File: src/aesctr_pkg.sv
package aesctr_pkg;

    localparam int KeyWidth   = 256;
    localparam int BlockWidth = 128;
    localparam int CfgWidth   = 64;
    localparam int NumRounds  = 14;
    localparam int QueueDepth = 4;

    typedef enum logic [2:0] {
        REG_KEY0    = 3'd0,
        REG_KEY1    = 3'd1,
        REG_KEY2    = 3'd2,
        REG_KEY3    = 3'd3,
        REG_IV_HIGH = 3'd4,
        REG_IV_LOW  = 3'd5,
        REG_IV_LEN  = 3'd6,
        REG_NONE    = 3'd7
    } reg_index_t;

    typedef enum logic [1:0] {
        ENG_IDLE,
        ENG_KEY,
        ENG_ROUND,
        ENG_DONE
    } eng_state_t;

    typedef struct packed {
        logic start;
        logic busy;
        logic done;
    } eng_ctrl_t;

    function automatic logic [7:0] sbox(input logic [7:0] a);
        logic [7:0] t [256];
        t = '{
        8'h63,8'h7c,8'h77,8'h7b,8'hf2,8'h6b,8'h6f,8'hc5,8'h30,8'h01,8'h67,8'h2b,8'hfe,8'hd7,8'hab,8'h76,
        8'hca,8'h82,8'hc9,8'h7d,8'hfa,8'h59,8'h47,8'hf0,8'had,8'hd4,8'ha2,8'haf,8'h9c,8'ha4,8'h72,8'hc0,
        8'hb7,8'hfd,8'h93,8'h26,8'h36,8'h3f,8'hf7,8'hcc,8'h34,8'ha5,8'he5,8'hf1,8'h71,8'hd8,8'h31,8'h15,
        8'h04,8'hc7,8'h23,8'hc3,8'h18,8'h96,8'h05,8'h9a,8'h07,8'h12,8'h80,8'he2,8'heb,8'h27,8'hb2,8'h75,
        8'h09,8'h83,8'h2c,8'h1a,8'h1b,8'h6e,8'h5a,8'ha0,8'h52,8'h3b,8'hd6,8'hb3,8'h29,8'he3,8'h2f,8'h84,
        8'h53,8'hd1,8'h00,8'hed,8'h20,8'hfc,8'hb1,8'h5b,8'h6a,8'hcb,8'hbe,8'h39,8'h4a,8'h4c,8'h58,8'hcf,
        8'hd0,8'hef,8'haa,8'hfb,8'h43,8'h4d,8'h33,8'h85,8'h45,8'hf9,8'h02,8'h7f,8'h50,8'h3c,8'h9f,8'ha8,
        8'h51,8'ha3,8'h40,8'h8f,8'h92,8'h9d,8'h38,8'hf5,8'hbc,8'hb6,8'hda,8'h21,8'h10,8'hff,8'hf3,8'hd2,
        8'hcd,8'h0c,8'h13,8'hec,8'h5f,8'h97,8'h44,8'h17,8'hc4,8'ha7,8'h7e,8'h3d,8'h64,8'h5d,8'h19,8'h73,
        8'h60,8'h81,8'h4f,8'hdc,8'h22,8'h2a,8'h90,8'h88,8'h46,8'hee,8'hb8,8'h14,8'hde,8'h5e,8'h0b,8'hdb,
        8'he0,8'h32,8'h3a,8'h0a,8'h49,8'h06,8'h24,8'h5c,8'hc2,8'hd3,8'hac,8'h62,8'h91,8'h95,8'he4,8'h79,
        8'he7,8'hc8,8'h37,8'h6d,8'h8d,8'hd5,8'h4e,8'ha9,8'h6c,8'h56,8'hf4,8'hea,8'h65,8'h7a,8'hae,8'h08,
        8'hba,8'h78,8'h25,8'h2e,8'h1c,8'ha6,8'hb4,8'hc6,8'he8,8'hdd,8'h74,8'h1f,8'h4b,8'hbd,8'h8b,8'h8a,
        8'h70,8'h3e,8'hb5,8'h66,8'h48,8'h03,8'hf6,8'h0e,8'h61,8'h35,8'h57,8'hb9,8'h86,8'hc1,8'h1d,8'h9e,
        8'he1,8'hf8,8'h98,8'h11,8'h69,8'hd9,8'h8e,8'h94,8'h9b,8'h1e,8'h87,8'he9,8'hce,8'h55,8'h28,8'hdf,
        8'h8c,8'ha1,8'h89,8'h0d,8'hbf,8'he6,8'h42,8'h68,8'h41,8'h99,8'h2d,8'h0f,8'hb0,8'h54,8'hbb,8'h16};
        return t[a];
    endfunction

    function automatic logic [31:0] sub_word(input logic [31:0] w);
        return {sbox(w[31:24]), sbox(w[23:16]), sbox(w[15:8]), sbox(w[7:0])};
    endfunction

    function automatic logic [7:0] xtime(input logic [7:0] b);
        return {b[6:0], 1'b0} ^ (b[7] ? 8'h1b : 8'h00);
    endfunction

    // Byte i of the block sits in bits 127-8i downto 120-8i.
    function automatic logic [127:0] sub_shift(input logic [127:0] s);
        logic [127:0] t;
        for (int r = 0; r < 4; r++) begin
            for (int c = 0; c < 4; c++) begin
                t[127 - 8 * (r + 4 * c) -: 8] = sbox(s[127 - 8 * (r + 4 * ((c + r) % 4)) -: 8]);
            end
        end
        return t;
    endfunction

    function automatic logic [127:0] mix_columns(input logic [127:0] s);
        logic [127:0] t;
        logic [7:0]   a0, a1, a2, a3, al;
        for (int c = 0; c < 4; c++) begin
            a0 = s[127 - 32 * c -: 8];
            a1 = s[119 - 32 * c -: 8];
            a2 = s[111 - 32 * c -: 8];
            a3 = s[103 - 32 * c -: 8];
            al = a0 ^ a1 ^ a2 ^ a3;
            t[127 - 32 * c -: 8] = a0 ^ al ^ xtime(a0 ^ a1);
            t[119 - 32 * c -: 8] = a1 ^ al ^ xtime(a1 ^ a2);
            t[111 - 32 * c -: 8] = a2 ^ al ^ xtime(a2 ^ a3);
            t[103 - 32 * c -: 8] = a3 ^ al ^ xtime(a3 ^ a0);
        end
        return t;
    endfunction

endpackage

File: src/aesctr_byte_if.sv
interface aesctr_byte_if;
    logic       valid;
    logic       ready;
    logic [7:0] data_byte;

    modport source (output valid, output data_byte, input ready);
    modport sink (input valid, input data_byte, output ready);
endinterface

File: src/aesctr_front.sv
// Accepts bytes into a short queue.
module aesctr_front
#(
    parameter int Depth = aesctr_pkg::QueueDepth
)
(
    input  logic           clk,
    input  logic           rst_n,
    input  logic           flush,
    aesctr_byte_if.sink    in_ch,
    output logic           q_valid,
    output logic [7:0]     q_byte,
    input  logic           q_pop
);

    localparam int AW = (Depth > 1) ? $clog2(Depth) : 1;

    logic [7:0]  mem_reg [Depth];
    logic [AW-1:0] wr_reg, rd_reg;
    logic [AW:0] cnt_reg;
    logic        push;

    assign in_ch.ready = (cnt_reg != (AW+1)'(Depth));
    assign push        = in_ch.valid && in_ch.ready;
    assign q_valid     = (cnt_reg != '0);
    assign q_byte      = mem_reg[rd_reg];

    always_ff @(posedge clk or negedge rst_n)
    begin
        if (!rst_n)
        begin
            wr_reg  <= '0;
            rd_reg  <= '0;
            cnt_reg <= '0;
        end
        else if (flush)
        begin
            wr_reg  <= '0;
            rd_reg  <= '0;
            cnt_reg <= '0;
        end
        else
        begin
            if (push)
            begin
                wr_reg <= (wr_reg == AW'(Depth - 1)) ? '0 : wr_reg + 1'b1;
            end
            if (q_pop)
            begin
                rd_reg <= (rd_reg == AW'(Depth - 1)) ? '0 : rd_reg + 1'b1;
            end
            cnt_reg <= cnt_reg + (AW+1)'(push) - (AW+1)'(q_pop);
        end
    end

    always_ff @(posedge clk)
    begin
        if (push)
        begin
            mem_reg[wr_reg] <= in_ch.data_byte;
        end
    end

endmodule

File: src/flat_wrapper.sv
// flat-port wrapper written by rule: the top's interface ports become plain ports
module aesctr_front_flat 
#(
    parameter int Depth = aesctr_pkg::QueueDepth
)
  (clk, rst_n, flush, q_valid, q_byte, q_pop, in_ch_valid, in_ch_data_byte, in_ch_ready);
  aesctr_byte_if in_ch_i ();
  input  logic clk;
  input  logic rst_n;
  input  logic flush;
  output logic q_valid;
  output logic [7:0] q_byte;
  input  logic q_pop;
  input wire logic [$bits(in_ch_i.valid)-1:0] in_ch_valid;
  input wire logic [$bits(in_ch_i.data_byte)-1:0] in_ch_data_byte;
  output wire logic [$bits(in_ch_i.ready)-1:0] in_ch_ready;
  assign in_ch_i.valid = in_ch_valid;
  assign in_ch_i.data_byte = in_ch_data_byte;
  assign in_ch_ready = in_ch_i.ready;
  aesctr_front #(.Depth(Depth)) u_core (.clk(clk), .rst_n(rst_n), .flush(flush), .in_ch(in_ch_i), .q_valid(q_valid), .q_byte(q_byte), .q_pop(q_pop));
endmodule
File: config.mk
export PLATFORM = sky130hd
export DESIGN_NAME = aesctr_front_flat
export DESIGN_NICKNAME = d
export VERILOG_FILES = /design/src/aesctr_pkg.sv /design/src/aesctr_byte_if.sv /design/src/aesctr_front.sv /design/src/flat_wrapper.sv
export SDC_FILE = /design/constraint.sdc
export NUM_CORES = 1
export LEC_CHECK = 0
export ABC_AREA = 1
export BUFFER_PORTS_ARGS = -buffer_cell sky130_fd_sc_hd__buf_2
export CAP_MARGIN = 20
export CORE_MARGIN = 8
export CORE_UTILIZATION = 60
export DETAILED_ROUTE_END_ITERATION = 10
export PLACE_DENSITY = 0.9
export SYNTH_ARGS = -nofsm -noshare
export SYNTH_HDL_FRONTEND = slang
export SYNTH_SLANG_ARGS = --single-unit
File: constraint.sdc
create_clock -name clk -period 2.7 [get_ports clk]
set_input_delay 0.27 -clock clk [delete_from_list [all_inputs] [get_ports clk]]
set_output_delay 0.27 -clock clk [all_outputs]
set_load 0.005 [all_outputs]
# After elaboration in Yosys (flattened, before gate mapping)
# Memory sizes are Yosys's and may differ from the RTL's.
# Cells that the tools add are included.
# op_classes
reduce_logical	4
n_lt_le_gt_ge	0
multipliers	0
n_div	0
addsub	4
eq_ne	3
n_shift	0
bitwise_logic	0
n_mux	9
# ops
op	count
two-way mux 2 bit	6
adder 2 x 1 -> 2 bit, second input constant	2
equality test 2 bit, second input constant	2
nonzero test 2 bit	2
adder 3 x 1 -> 3 bit	1
two-way mux 3 bit	1
inequality test 3 bit, second input constant	1
nonzero test 3 bit	1
subtractor 3 x 1 -> 3 bit	1
two-way mux 1 bit	2
logical AND 1 bit	1
# word_totals
n_memories	1
latchBits	0
reg_bits	7
romBits	0
ramBits	32
# mem_list
name	depth	width	rd	rd_clocked_by_memory_dff	wr	line_no	text
u_core.mem_reg	4	8	1	0	1	aesctr_front.sv:18	logic [7:0] mem_reg [Depth];

# Logic depth before layout (Yosys ltp)
# Gate-level depths: netlist (run 1).
# depth
ltp_word	5
ltp_mapped	10
depth_no_buf	10

# Least setup slack after synthesis (run 1)
# Ideal clock, no wire load.
# synth_path
path_type	register to register
startpoint	register u_core.cnt_reg[1]
endpoint	register u_core.cnt_reg[1]
arrival_ps	1472
required_time_ps	2628
setup_time_ps	72
setup_slack_ps	1156
synth_period_minus_slack_ps	1544
path_stages_with_launch	9
path_buffers	0
cell_sequence	dfrtp_1 nor2_1 nand2_2 nand2_4 inv_1 ha_1 inv_1 fa_1 nor2_1
# synth_between
elab_chain_len	5
# synth_rtl
element	line_no	text
start: declaration	aesctr_front.sv:20	logic [AW:0] cnt_reg;
start signal: assignment	aesctr_front.sv:52	cnt_reg <= cnt_reg + (AW+1)'(push) - (AW+1)'(q_pop);
inequality test 3 bit	aesctr_front.sv:23	assign in_ch.ready = (cnt_reg != (AW+1)'(Depth));
via in_ch_ready	flat_wrapper.sv:16	output wire logic [$bits(in_ch_i.ready)-1:0] in_ch_ready;
logical AND 1 bit	aesctr_front.sv:24	assign push = in_ch.valid && in_ch.ready;
adder 3 x 1 -> 3 bit	aesctr_front.sv:52	
subtractor 3 x 1 -> 3 bit	aesctr_front.sv:52	
two-way mux 3 bit	aesctr_front.sv:36	else if (flush)
# The timed path passes the listed nets, and every way through them passes these cells.
# A chain may end at the register's enable or synchronous reset.

# Worst setup path in the final report (run 1)
# layout_path
startpoint	register u_core.rd_reg[0]
endpoint	output port q_byte[7]
# layout_between
elab_chain_len	1
# layout_rtl
element	line_no	text
start: declaration	aesctr_front.sv:19	logic [AW-1:0] wr_reg, rd_reg;
start signal: assignment	aesctr_front.sv:50	rd_reg <= (rd_reg == AW'(Depth - 1)) ? '0 : rd_reg + 1'b1;
memory read (4 x 8 bit)	--	
end: declaration	flat_wrapper.sv:12	output logic [7:0] q_byte;
# Every way passes these cells.

==> impl_metrics.csv, run 1 <==
group,metric,value,unit
cells_and_area,postLayoutCoreUtil,68.3,%
setup_path,critPathBufInv,2,
placement,dp.cells,193,
setup_path,path_delay_family,"flip-flops",
synthesis,synth.top_cell.area_share,56.6,%
global_route,grt_pass1_vias,1108,
run,cap_violations,0,
synthesis,syn_area,1700,µm²
floorplan,start_util,62.1,%
timing,worst_pin_slew,0.770,ns
placement,io_buffers,22,
synthesis,yosysMostFrequentCell,"nor2_1",
global_route,overflow,0,
pwr,switching_power,418,µW
synthesis,synth_flop_cell,"edfxtp_1",
clocking,root_buffer,"clkbuf_4",
global_route,antenna_found_initial,0,
floorplan,dieArea,4790,µm²
placement,placed_area,1800,µm²
route,drt_first_pass_iters,4,
synthesis,synthArstFlopShare,17.9,%
synthesis,synthCells,144,
synthesis,yosys.area.top_type,"edfxtp_1",
timing,period_minus_slack,2.01,ns
setup_path,required,2.43,ns
synthesis,synth_fp_nets,165,
clocking,post-cts-setup-buffers,0,
clocking,cts_tree,"done",
route,vias,1053,
synthesis,synth_common_cells,"nor2_1, edfxtp_1, o21ai_1",
clocking,cts-htree-levels,2,
setup_path,cpMaxStageDelayCell,"dfrtp_1",
cells_and_area,drive_above_1_share,20.5,%
setup_path,worstPathArrival,1.74,ns
global_route,grt_max_degree,20,
timing,hold_viol,0,
timing,period_share,74.3,%
synthesis,synth_area_leaders,"edfxtp_1, dfrtp_1, nor2_1, o21ai_1, ha_1",
synthesis,synth_cell_type_count,21,
cells_and_area,antenna_cells,0,
cells_and_area,design_area,1870,µm²
floorplan,dieWidth,69.2,µm
timing,max_freq,498,MHz
pwr,intPower,962,µW
route,drt-total-wl,2.97,mm
synthesis,synth_edf_count,32,
route,drtAntennaViolNets,0,
hold_path,hold_class,"in2reg",
synthesis,synth_seq_cells,39,
setup_path,r2r_slack,1.02,ns
setup_path,critPathMaxFanout,19,
cells_and_area,nFillCells,198,
cells_and_area,syn2layout_area_growth,10.0,%
pwr,pwr-share-clk,20.4,%
placement,place_hpwl,2.13,mm
synthesis,avgSynthCellArea,11.8,µm²
clocking,cts_buffers,5,
timing,fin_skew,0.0156,ns
route,drc,0,
pwr,vdd_drop_max,0.472,mV
timing,slew_headroom,48.5,%
clocking,cts.sinks,39,
synthesis,yosysSeqAreaShare,66.9,%
floorplan,ioPinCount,23,
setup_path,path_cells,"inv_4, o21ai_0, o21ai_1, buf_2",
route,first_iter_violations,42,
global_route,grt_pass1_wl,4.94,mm
pwr,power_density,738,nW/µm²
pwr,swShare,30.3,%
clocking,path_clk_slew,0.11,ns
pwr,leakage,0.759,nW
timing,drv_slew,0,
route,wire_per_inst,14.7,µm
setup_path,start_kind,"flip-flop",
floorplan,rows,19,
run_status,outcome,"complete, no violations",
synthesis,synth_warnings,0,
floorplan,die_h,69.2,µm
clocking,clock_path_buffers,2,
floorplan,design.core.area,2730,µm²
cells_and_area,instances_no_fill,202,
setup_path,endpoint_kind,"primary output",
route,via_per_inst,5.21,
pwr,p_comb_share,22.7,%
setup_path,path_class,"reg2out",
cells_and_area,largest_reg_flops,32,
pwr,seqPwrFrac,56.9,%
timing,tns,0,ns
setup_path,max_stage_delay,0.77,ns
global_route,grt_usage,12.8,%
cells_and_area,nNetsFinal,191,
timing,rsz0062_at_grt,"no",
timing,finalSetupViolCount,0,
placement,gp_congestion,0.756,
clocking,clkLatencyLatePin,0.34,ns
-- final timing paths --
path | end | start | depth (start not counted)
max | q_byte[7] | u_core.rd_reg[0] | 4
min | u_core.cnt_reg[0] | flush | 2
max reg2reg | u_core.cnt_reg[1] | u_core.cnt_reg[1] | 8
min reg2reg | u_core.wr_reg[1] | u_core.wr_reg[1] | 2
max in group asynchronous | u_core.rd_reg[1] | rst_n | 2
min in group asynchronous | u_core.cnt_reg[0] | rst_n | 2
-- power by group through the flow --
| stage | logic [mW] | registers, mW | clock network [mW] |
|---|---|---|---|
| 2_1_floorplan | 0.219 | 0.783 | 0 |
| 5_1_grt | 0.365 | 0.793 | 0.314 |
| 3_3_place_gp | 0.294 | 0.793 | 0 |
| 4_1_cts | 0.321 | 0.785 | 0.293 |
| 6_report | 0.313 | 0.785 | 0.281 |
| 3_5_place_dp | 0.319 | 0.798 | 0 |
-- cells in the final DEF, fill, tap and decap left out --
| master | Yosys | routed |
|---|---|---|
| nor2_1 | 33 | 33 |
| edfxtp_1 | 32 | 32 |
| buf_2 | 1 | 22 |
| o21ai_1 | 18 | 18 |
| inv_1 | 14 | 14 |
| o21ai_0 | 8 | 8 |
| ha_1 | 7 | 7 |
| dfrtp_1 | 7 | 7 |
| nand2_1 | 6 | 6 |
| nand3_1 | 5 | 5 |
| clkbuf_4 | 0 | 5 |
| nand4_1 | 2 | 2 |
| inv_4 | 1 | 1 |
| inv_2 | 1 | 1 |
| nor2_2 | 1 | 1 |
| nand2_2 | 1 | 1 |
| nand2_4 | 1 | 1 |
| a21oi_1 | 1 | 1 |
| or2_2 | 1 | 1 |
| fa_1 | 1 | 1 |
| clkinvlp_4 | 0 | 1 |
| clkinv_2 | 0 | 1 |
| clkbuf_1 | 0 | 1 |
| dlygate4sd3_1 | 0 | 1 |
-- area by class of cell --
| type | instances | area (µm²) | area share (%) |
|---|---|---|---|
| Sequential cell | 39 | 1140 | 60.8 |
| Multi-Input combinational cell | 85 | 457 | 24.4 |
| Timing Repair Buffer | 23 | 120 | 6.43 |
| Inverter | 16 | 62.6 | 3.35 |
| Clock buffer | 6 | 41.3 | 2.21 |
| Tap cell | 31 | 38.8 | 2.08 |
| Clock inverter | 2 | 12.5 | 0.670 |
-- layer usage --
metal | up-vias | track usage, % | wire length, µm
li1 | 539 | - | -
met1 | 492 | 13.1 | 1240
met2 | 18 | 22.4 | 1570
met3 | 4 | 4.43 | 119
met4 | 0 | 6.61 | 45
met5 | - | 0 | 0
-- timing repair --
item / CTS / global route
hold endpoints to repair: 7 / 0
resized for setup: 0 / 0
hold buffers: 1 / 0
-- through the flow --
step / hold WS (ns) / power, mW / setup slack, ns
floorplan: -0.0256 / 1.00 / 1.16
global placement: 0.108 / 1.09 / 1.09
detailed placement: 0.118 / 1.12 / 1.01
CTS: 0.0895 / 1.40 / 0.656
global route: 0.107 / 1.47 / 0.541
finish: 0.112 / 1.38 / 0.693
-- worst register-to-register path, stage by stage (launching register included) --
cell and delay, ns:
dfrtp_1 0.44, nor2_1 0.17, nand2_2 0.11, nand2_4 0.11
inv_1 0.05, ha_1 0.17, inv_1 0.06, fa_1 0.40
nor2_1 0.12
-- logic make-up after synthesis --
| family | synth area share [%] |
|---|---|
| buffers and inverters | 6.19 |
| DFF | 66.9 |
| AOI/OAI and AO/OA | 7.96 |
| and+or+nand+nor | 12.6 |
| adders and majority gates | 6.34 |
(Power assumes the default switching activity.)
==> inputs of run 2 (changes only) <==
--- a/config.mk
+++ b/config.mk
@@ -9,9 +9,9 @@
 export BUFFER_PORTS_ARGS = -buffer_cell sky130_fd_sc_hd__buf_2
 export CAP_MARGIN = 20
 export CORE_MARGIN = 8
-export CORE_UTILIZATION = 60
+export CORE_UTILIZATION = 56
 export DETAILED_ROUTE_END_ITERATION = 10
-export PLACE_DENSITY = 0.9
+export PLACE_DENSITY = 0.85
 export SYNTH_ARGS = -nofsm -noshare
 export SYNTH_HDL_FRONTEND = slang
 export SYNTH_SLANG_ARGS = --single-unit
==> constraint.sdc (replaced) <==
create_clock -name clk -period 1.9 [get_ports clk]
set_input_delay 0.19 -clock clk [delete_from_list [all_inputs] [get_ports clk]]
set_output_delay 0.19 -clock clk [all_outputs]
set_load 0.005 [all_outputs]
==> impl_metrics.csv, run 2 (synthesis results as in run 1) <==
group,metric,value,unit
cells_and_area,drive_above_1_share,23.0,%
setup_path,start_kind,"flip-flop",
global_route,grt_usage,12.5,%
route,first_iter_violations,47,
timing,slew_headroom,53.0,%
clocking,cts_tree,"done",
hold_path,hold_class,"in2reg",
clocking,path_clk_slew,0.12,ns
timing,period_share,90.3,%
floorplan,rows,20,
timing,fin_skew,0.00951,ns
setup_path,max_stage_delay,0.45,ns
clocking,cts_buffers,5,
setup_path,required,2.18,ns
timing,rsz0062_at_grt,"no",
placement,io_buffers,22,
setup_path,cpMaxStageDelayCell,"dfrtp_1",
route,via_per_inst,5.17,
global_route,grt_max_degree,18,
setup_path,path_cells,"nor2_1, nand2_2, nand2_4, inv_1, ha_1, inv_1, fa_1, nor2_1",
timing,drv_slew,0,
timing,period_minus_slack,1.72,ns
timing,tns,0,ns
floorplan,dieArea,5050,µm²
floorplan,ioPinCount,23,
cells_and_area,most-common-layout-cells,"nor2_1, edfxtp_1, buf_2, o21ai_1, inv_1",
global_route,antenna_found_initial,0,
global_route,overflow,0,
cells_and_area,design_area,1920,µm²
pwr,power_density,1110,nW/µm²
setup_path,endpoint_kind,"flip-flop",
floorplan,dieWidth,71.1,µm
route,drc,0,
global_route,grt_pass1_vias,1091,
timing,worst_pin_slew,0.702,ns
route,drt_first_pass_iters,4,
floorplan,die_h,71.1,µm
route,wire_per_inst,14.0,µm
pwr,vdd_drop_max,0.682,mV
timing,hold_viol,0,
route,drt-total-wl,2.89,mm
placement,gp_congestion,0.814,
setup_path,path_class,"reg2reg",
pwr,leakage,0.791,nW
floorplan,design.core.area,2980,µm²
clocking,clock_path_buffers,2,
cells_and_area,antenna_cells,0,
clocking,clkLatencyLatePin,0.34,ns
route,vias,1071,
clocking,root_buffer,"clkbuf_4",
setup_path,worstPathArrival,2.00,ns
route,drtAntennaViolNets,0,
clocking,cts.sinks,39,
setup_path,critPathMaxFanout,7,
clocking,cts-htree-levels,2,
run,cap_violations,0,
cells_and_area,largest_reg_flops,32,
placement,placed_area,1830,µm²
cells_and_area,nNetsFinal,194,
placement,place_hpwl,2.02,mm
global_route,grt_pass1_wl,4.86,mm
timing,finalSetupViolCount,0,
cells_and_area,syn2layout_area_growth,13.2,%
cells_and_area,final_common_cell,"nor2_1",
run_status,outcome,"complete, no violations",
timing,max_freq,583,MHz
floorplan,start_util,57.0,%
-- run 2: what timing repair did --
item	CTS	global route
hold buffers	1	0
setup buffers	0	0
endpoints found under the setup margin	0	5
endpoints found under the hold margin	7	0
resized for setup	0	1
-- run 2: routing by layer --
layer / part of all wire, % / GRT usage [%] / wire length [µm] / up-vias
met4: 1.7 / 5.54 / 48 / 0
met2: 51 / 21.8 / 1460 / 26
li1: - / - / - / 547
met3: 6.5 / 5.79 / 189 / 4
met5: 0 / 0 / 0 / -
met1: 41 / 12.5 / 1190 / 494
-- run 2: per-stage QoR --
step                util (%)  hold slack, ns  total power, mW  setup WS (ns)  instances
detailed placement      61.4          0.0380             1.60          0.213        198
finish                  64.5          0.0249             2.13          0.184        207
global placement        61.4          0.0283             1.57          0.304        198
floorplan                  -          -0.106             1.42          0.356        144
CTS                     64.5          0.0140             2.15         0.0609        207
global route            64.5          0.0130             2.27         0.0480        207
-- run 2: worst paths after layout --
kind                                   start           endpoint  slack [ns]  depth (start not counted)
max                        u_core.cnt_reg[1]  u_core.cnt_reg[1]        0.18                          8
min                                    flush  u_core.cnt_reg[1]        0.02                          2
max reg2reg                u_core.cnt_reg[1]  u_core.cnt_reg[1]        0.18                          8
min reg2reg                 u_core.wr_reg[1]   u_core.wr_reg[1]        0.62                          2
max in group asynchronous              rst_n   u_core.rd_reg[0]        1.52                          2
min in group asynchronous              rst_n  u_core.cnt_reg[2]        0.20                          2
-- run 2: power by group --
part	leakage [nW]	internal (mW)	switching, mW
Clock	0.0452	0.277	0.268
Sequential	0.383	1.05	0.0612
Combinational	0.362	0.186	0.281
Total	0.791	1.51	0.611
-- run 2: final cells by class --
type | instances | area, µm²
well taps | 33 | 41.3
clock inverters | 3 | 43.8
fillers | 216 | 1060
multi-input cells | 85 | 457
repair buffers | 26 | 143
clock buffers | 5 | 37.5
flip-flops and latches | 39 | 1140
inverters | 16 | 62.6
-- run 2: critical path: cells and delay by family, from the launching register on --
kind | cells | cell delay (ns)
DFF | 1 | 0.45
adders and majority gates | 2 | 0.58
buffers and inverters | 2 | 0.12
and+or+nand+nor | 4 | 0.51
==> inputs of run 3 (changes only) <==
--- a/config.mk
+++ b/config.mk
@@ -9,9 +9,10 @@
 export BUFFER_PORTS_ARGS = -buffer_cell sky130_fd_sc_hd__buf_2
 export CAP_MARGIN = 20
 export CORE_MARGIN = 8
-export CORE_UTILIZATION = 56
+export CORE_UTILIZATION = 55
 export DETAILED_ROUTE_END_ITERATION = 10
-export PLACE_DENSITY = 0.85
+export HOLD_SLACK_MARGIN = 0.12
+export PLACE_DENSITY = 0.84
 export SYNTH_ARGS = -nofsm -noshare
 export SYNTH_HDL_FRONTEND = slang
 export SYNTH_SLANG_ARGS = --single-unit
==> constraint.sdc (replaced) <==
create_clock -name clk -period 1.9 [get_ports clk]
set_input_delay 0.285 -clock clk [delete_from_list [all_inputs] [get_ports clk]]
set_output_delay 0.285 -clock clk [all_outputs]
set_load 0.005 [all_outputs]
==> impl_metrics.csv, run 3 (synthesis results as in run 1) <==
group,metric,value,unit
run_status,outcome,"complete, no violations",
placement,place_hpwl,2.33,mm
pwr,leakage,0.829,nW
setup_path,max_stage_delay,0.48,ns
setup_path,path_cells,"buf_12, buf_4, nor2_1, nor2_1, o21ai_1, o21ai_1, buf_2",
setup_path,required,1.62,ns
setup_path,path_delay_family,"flip-flops",
floorplan,dieWidth,71.6,µm
clocking,cts_buffers,5,
setup_path,path_class,"reg2out",
cells_and_area,drive_above_1_share,26.1,%
floorplan,design.core.area,3000,µm²
cells_and_area,largest_reg_flops,32,
timing,worst_pin_slew,0.275,ns
timing,slew_headroom,81.6,%
clocking,cts-htree-levels,2,
setup_path,cpMaxStageDelayCell,"dfrtp_2",
clocking,cts.sinks,39,
pwr,power_density,1030,nW/µm²
timing,holdWs,0.149,ns
route,via_per_inst,5.26,
clocking,clkLatencyLatePin,0.35,ns
placement,io_buffers,22,
setup_path,worstPathArrival,1.53,ns
clocking,path_clk_slew,0.12,ns
setup_path,critPathMaxFanout,6,
floorplan,ioPinCount,23,
floorplan,rows,20,
pwr,vdd_drop_max,0.762,mV
clocking,root_buffer,"clkbuf_4",
run,cap_violations,0,
timing,hold_viol,0,
cells_and_area,instances_no_fill,217,
global_route,grt_pass1_wl,5.40,mm
route,first_iter_violations,51,
global_route,grt_max_degree,18,
setup_path,critPathBufInv,3,
timing,period_minus_slack,1.82,ns
route,drt-total-wl,3.31,mm
setup_path,endpoint_kind,"primary output",
placement,place_ws,0.198,ns
route,drtAntennaViolNets,0,
cells_and_area,antenna_cells,0,
global_route,grt_usage,14.0,%
route,drt_first_pass_iters,4,
floorplan,start_util,56.5,%
cells_and_area,most-common-layout-cells,"nor2_1, edfxtp_1, buf_2, o21ai_1, inv_1",
global_route,antenna_found_initial,0,
placement,dp.cells,204,
floorplan,dieArea,5120,µm²
route,wire_per_inst,15.2,µm
timing,max_freq,551,MHz
timing,period_share,95.6,%
cells_and_area,nNetsFinal,204,
clocking,cts_tree,"done",
timing,tns,0,ns
hold_path,hold_class,"in2reg",
timing,fin_skew,0.00849,ns
timing,finalSetupViolCount,0,
setup_path,start_kind,"flip-flop",
clocking,clock_path_buffers,2,
global_route,overflow,0,
placement,gp_congestion,0.860,
timing,drv_slew,0,
route,vias,1141,
timing,setup_ws,0.0844,ns
cells_and_area,postLayoutCoreUtil,66.3,%
cells_and_area,syn2layout_area_growth,17.3,%
floorplan,die_h,71.6,µm
global_route,grt_pass1_vias,1211,
route,drc,0,
run 3: area by class of cell:
cell class	count	area (µm²)
flip-flops and latches	39	1140
inverters	16	65.1
fillers	215	1010
clock inverters	3	15.0
well taps	33	41.3
repair buffers	36	236
clock buffers	5	37.5
multi-input cells	85	459
run 3: power breakdown:
part | internal (mW) | switching (mW) | leakage [nW] | total, mW
clock | 0.136 | 0.260 | 0.0263 | 0.396
combinational | 0.227 | 0.303 | 0.419 | 0.531
sequential | 1.05 | 0.0659 | 0.383 | 1.12
total | 1.41 | 0.630 | 0.829 | 2.04
run 3: per-stage QoR:
stage / cell area, µm² / power [mW]
final: 1990 / 2.04
after detailed placement: 1870 / 1.64
after global placement: 1870 / 1.60
after global routing: 1990 / 2.18
after CTS: 1950 / 2.04
after floorplan: 1700 / 1.42
run 3: final timing paths:
path,endpoint,cells after the start,slack [ns],startpoint
hold / removal,u_core.mem_reg[3][0],1,0.15,in_ch_data_byte[0]
min in group asynchronous,u_core.rd_reg[1],2,0.30,rst_n
setup reg to reg,u_core.cnt_reg[1],8,0.18,u_core.cnt_reg[1]
hold reg to reg,u_core.wr_reg[1],2,0.60,u_core.wr_reg[1]
setup / recovery,q_byte[2],7,0.08,u_core.rd_reg[0]
max in group asynchronous,u_core.rd_reg[0],2,1.44,rst_n
run 3: layer usage:
metal  global-route usage (%)  share of wire, %
met1                     13.8                40
met2                     25.0                52
met3                     5.72               5.7
met4                     6.80               2.3
met5                        0                 0
run 3: what timing repair did:
item	CTS	global route
hold buffers	2	0
buffers inserted	0	3
pin swaps	0	0
hold endpoints to repair	9	0
gates resized for setup	1	3
endpoints found under the setup margin	5	5
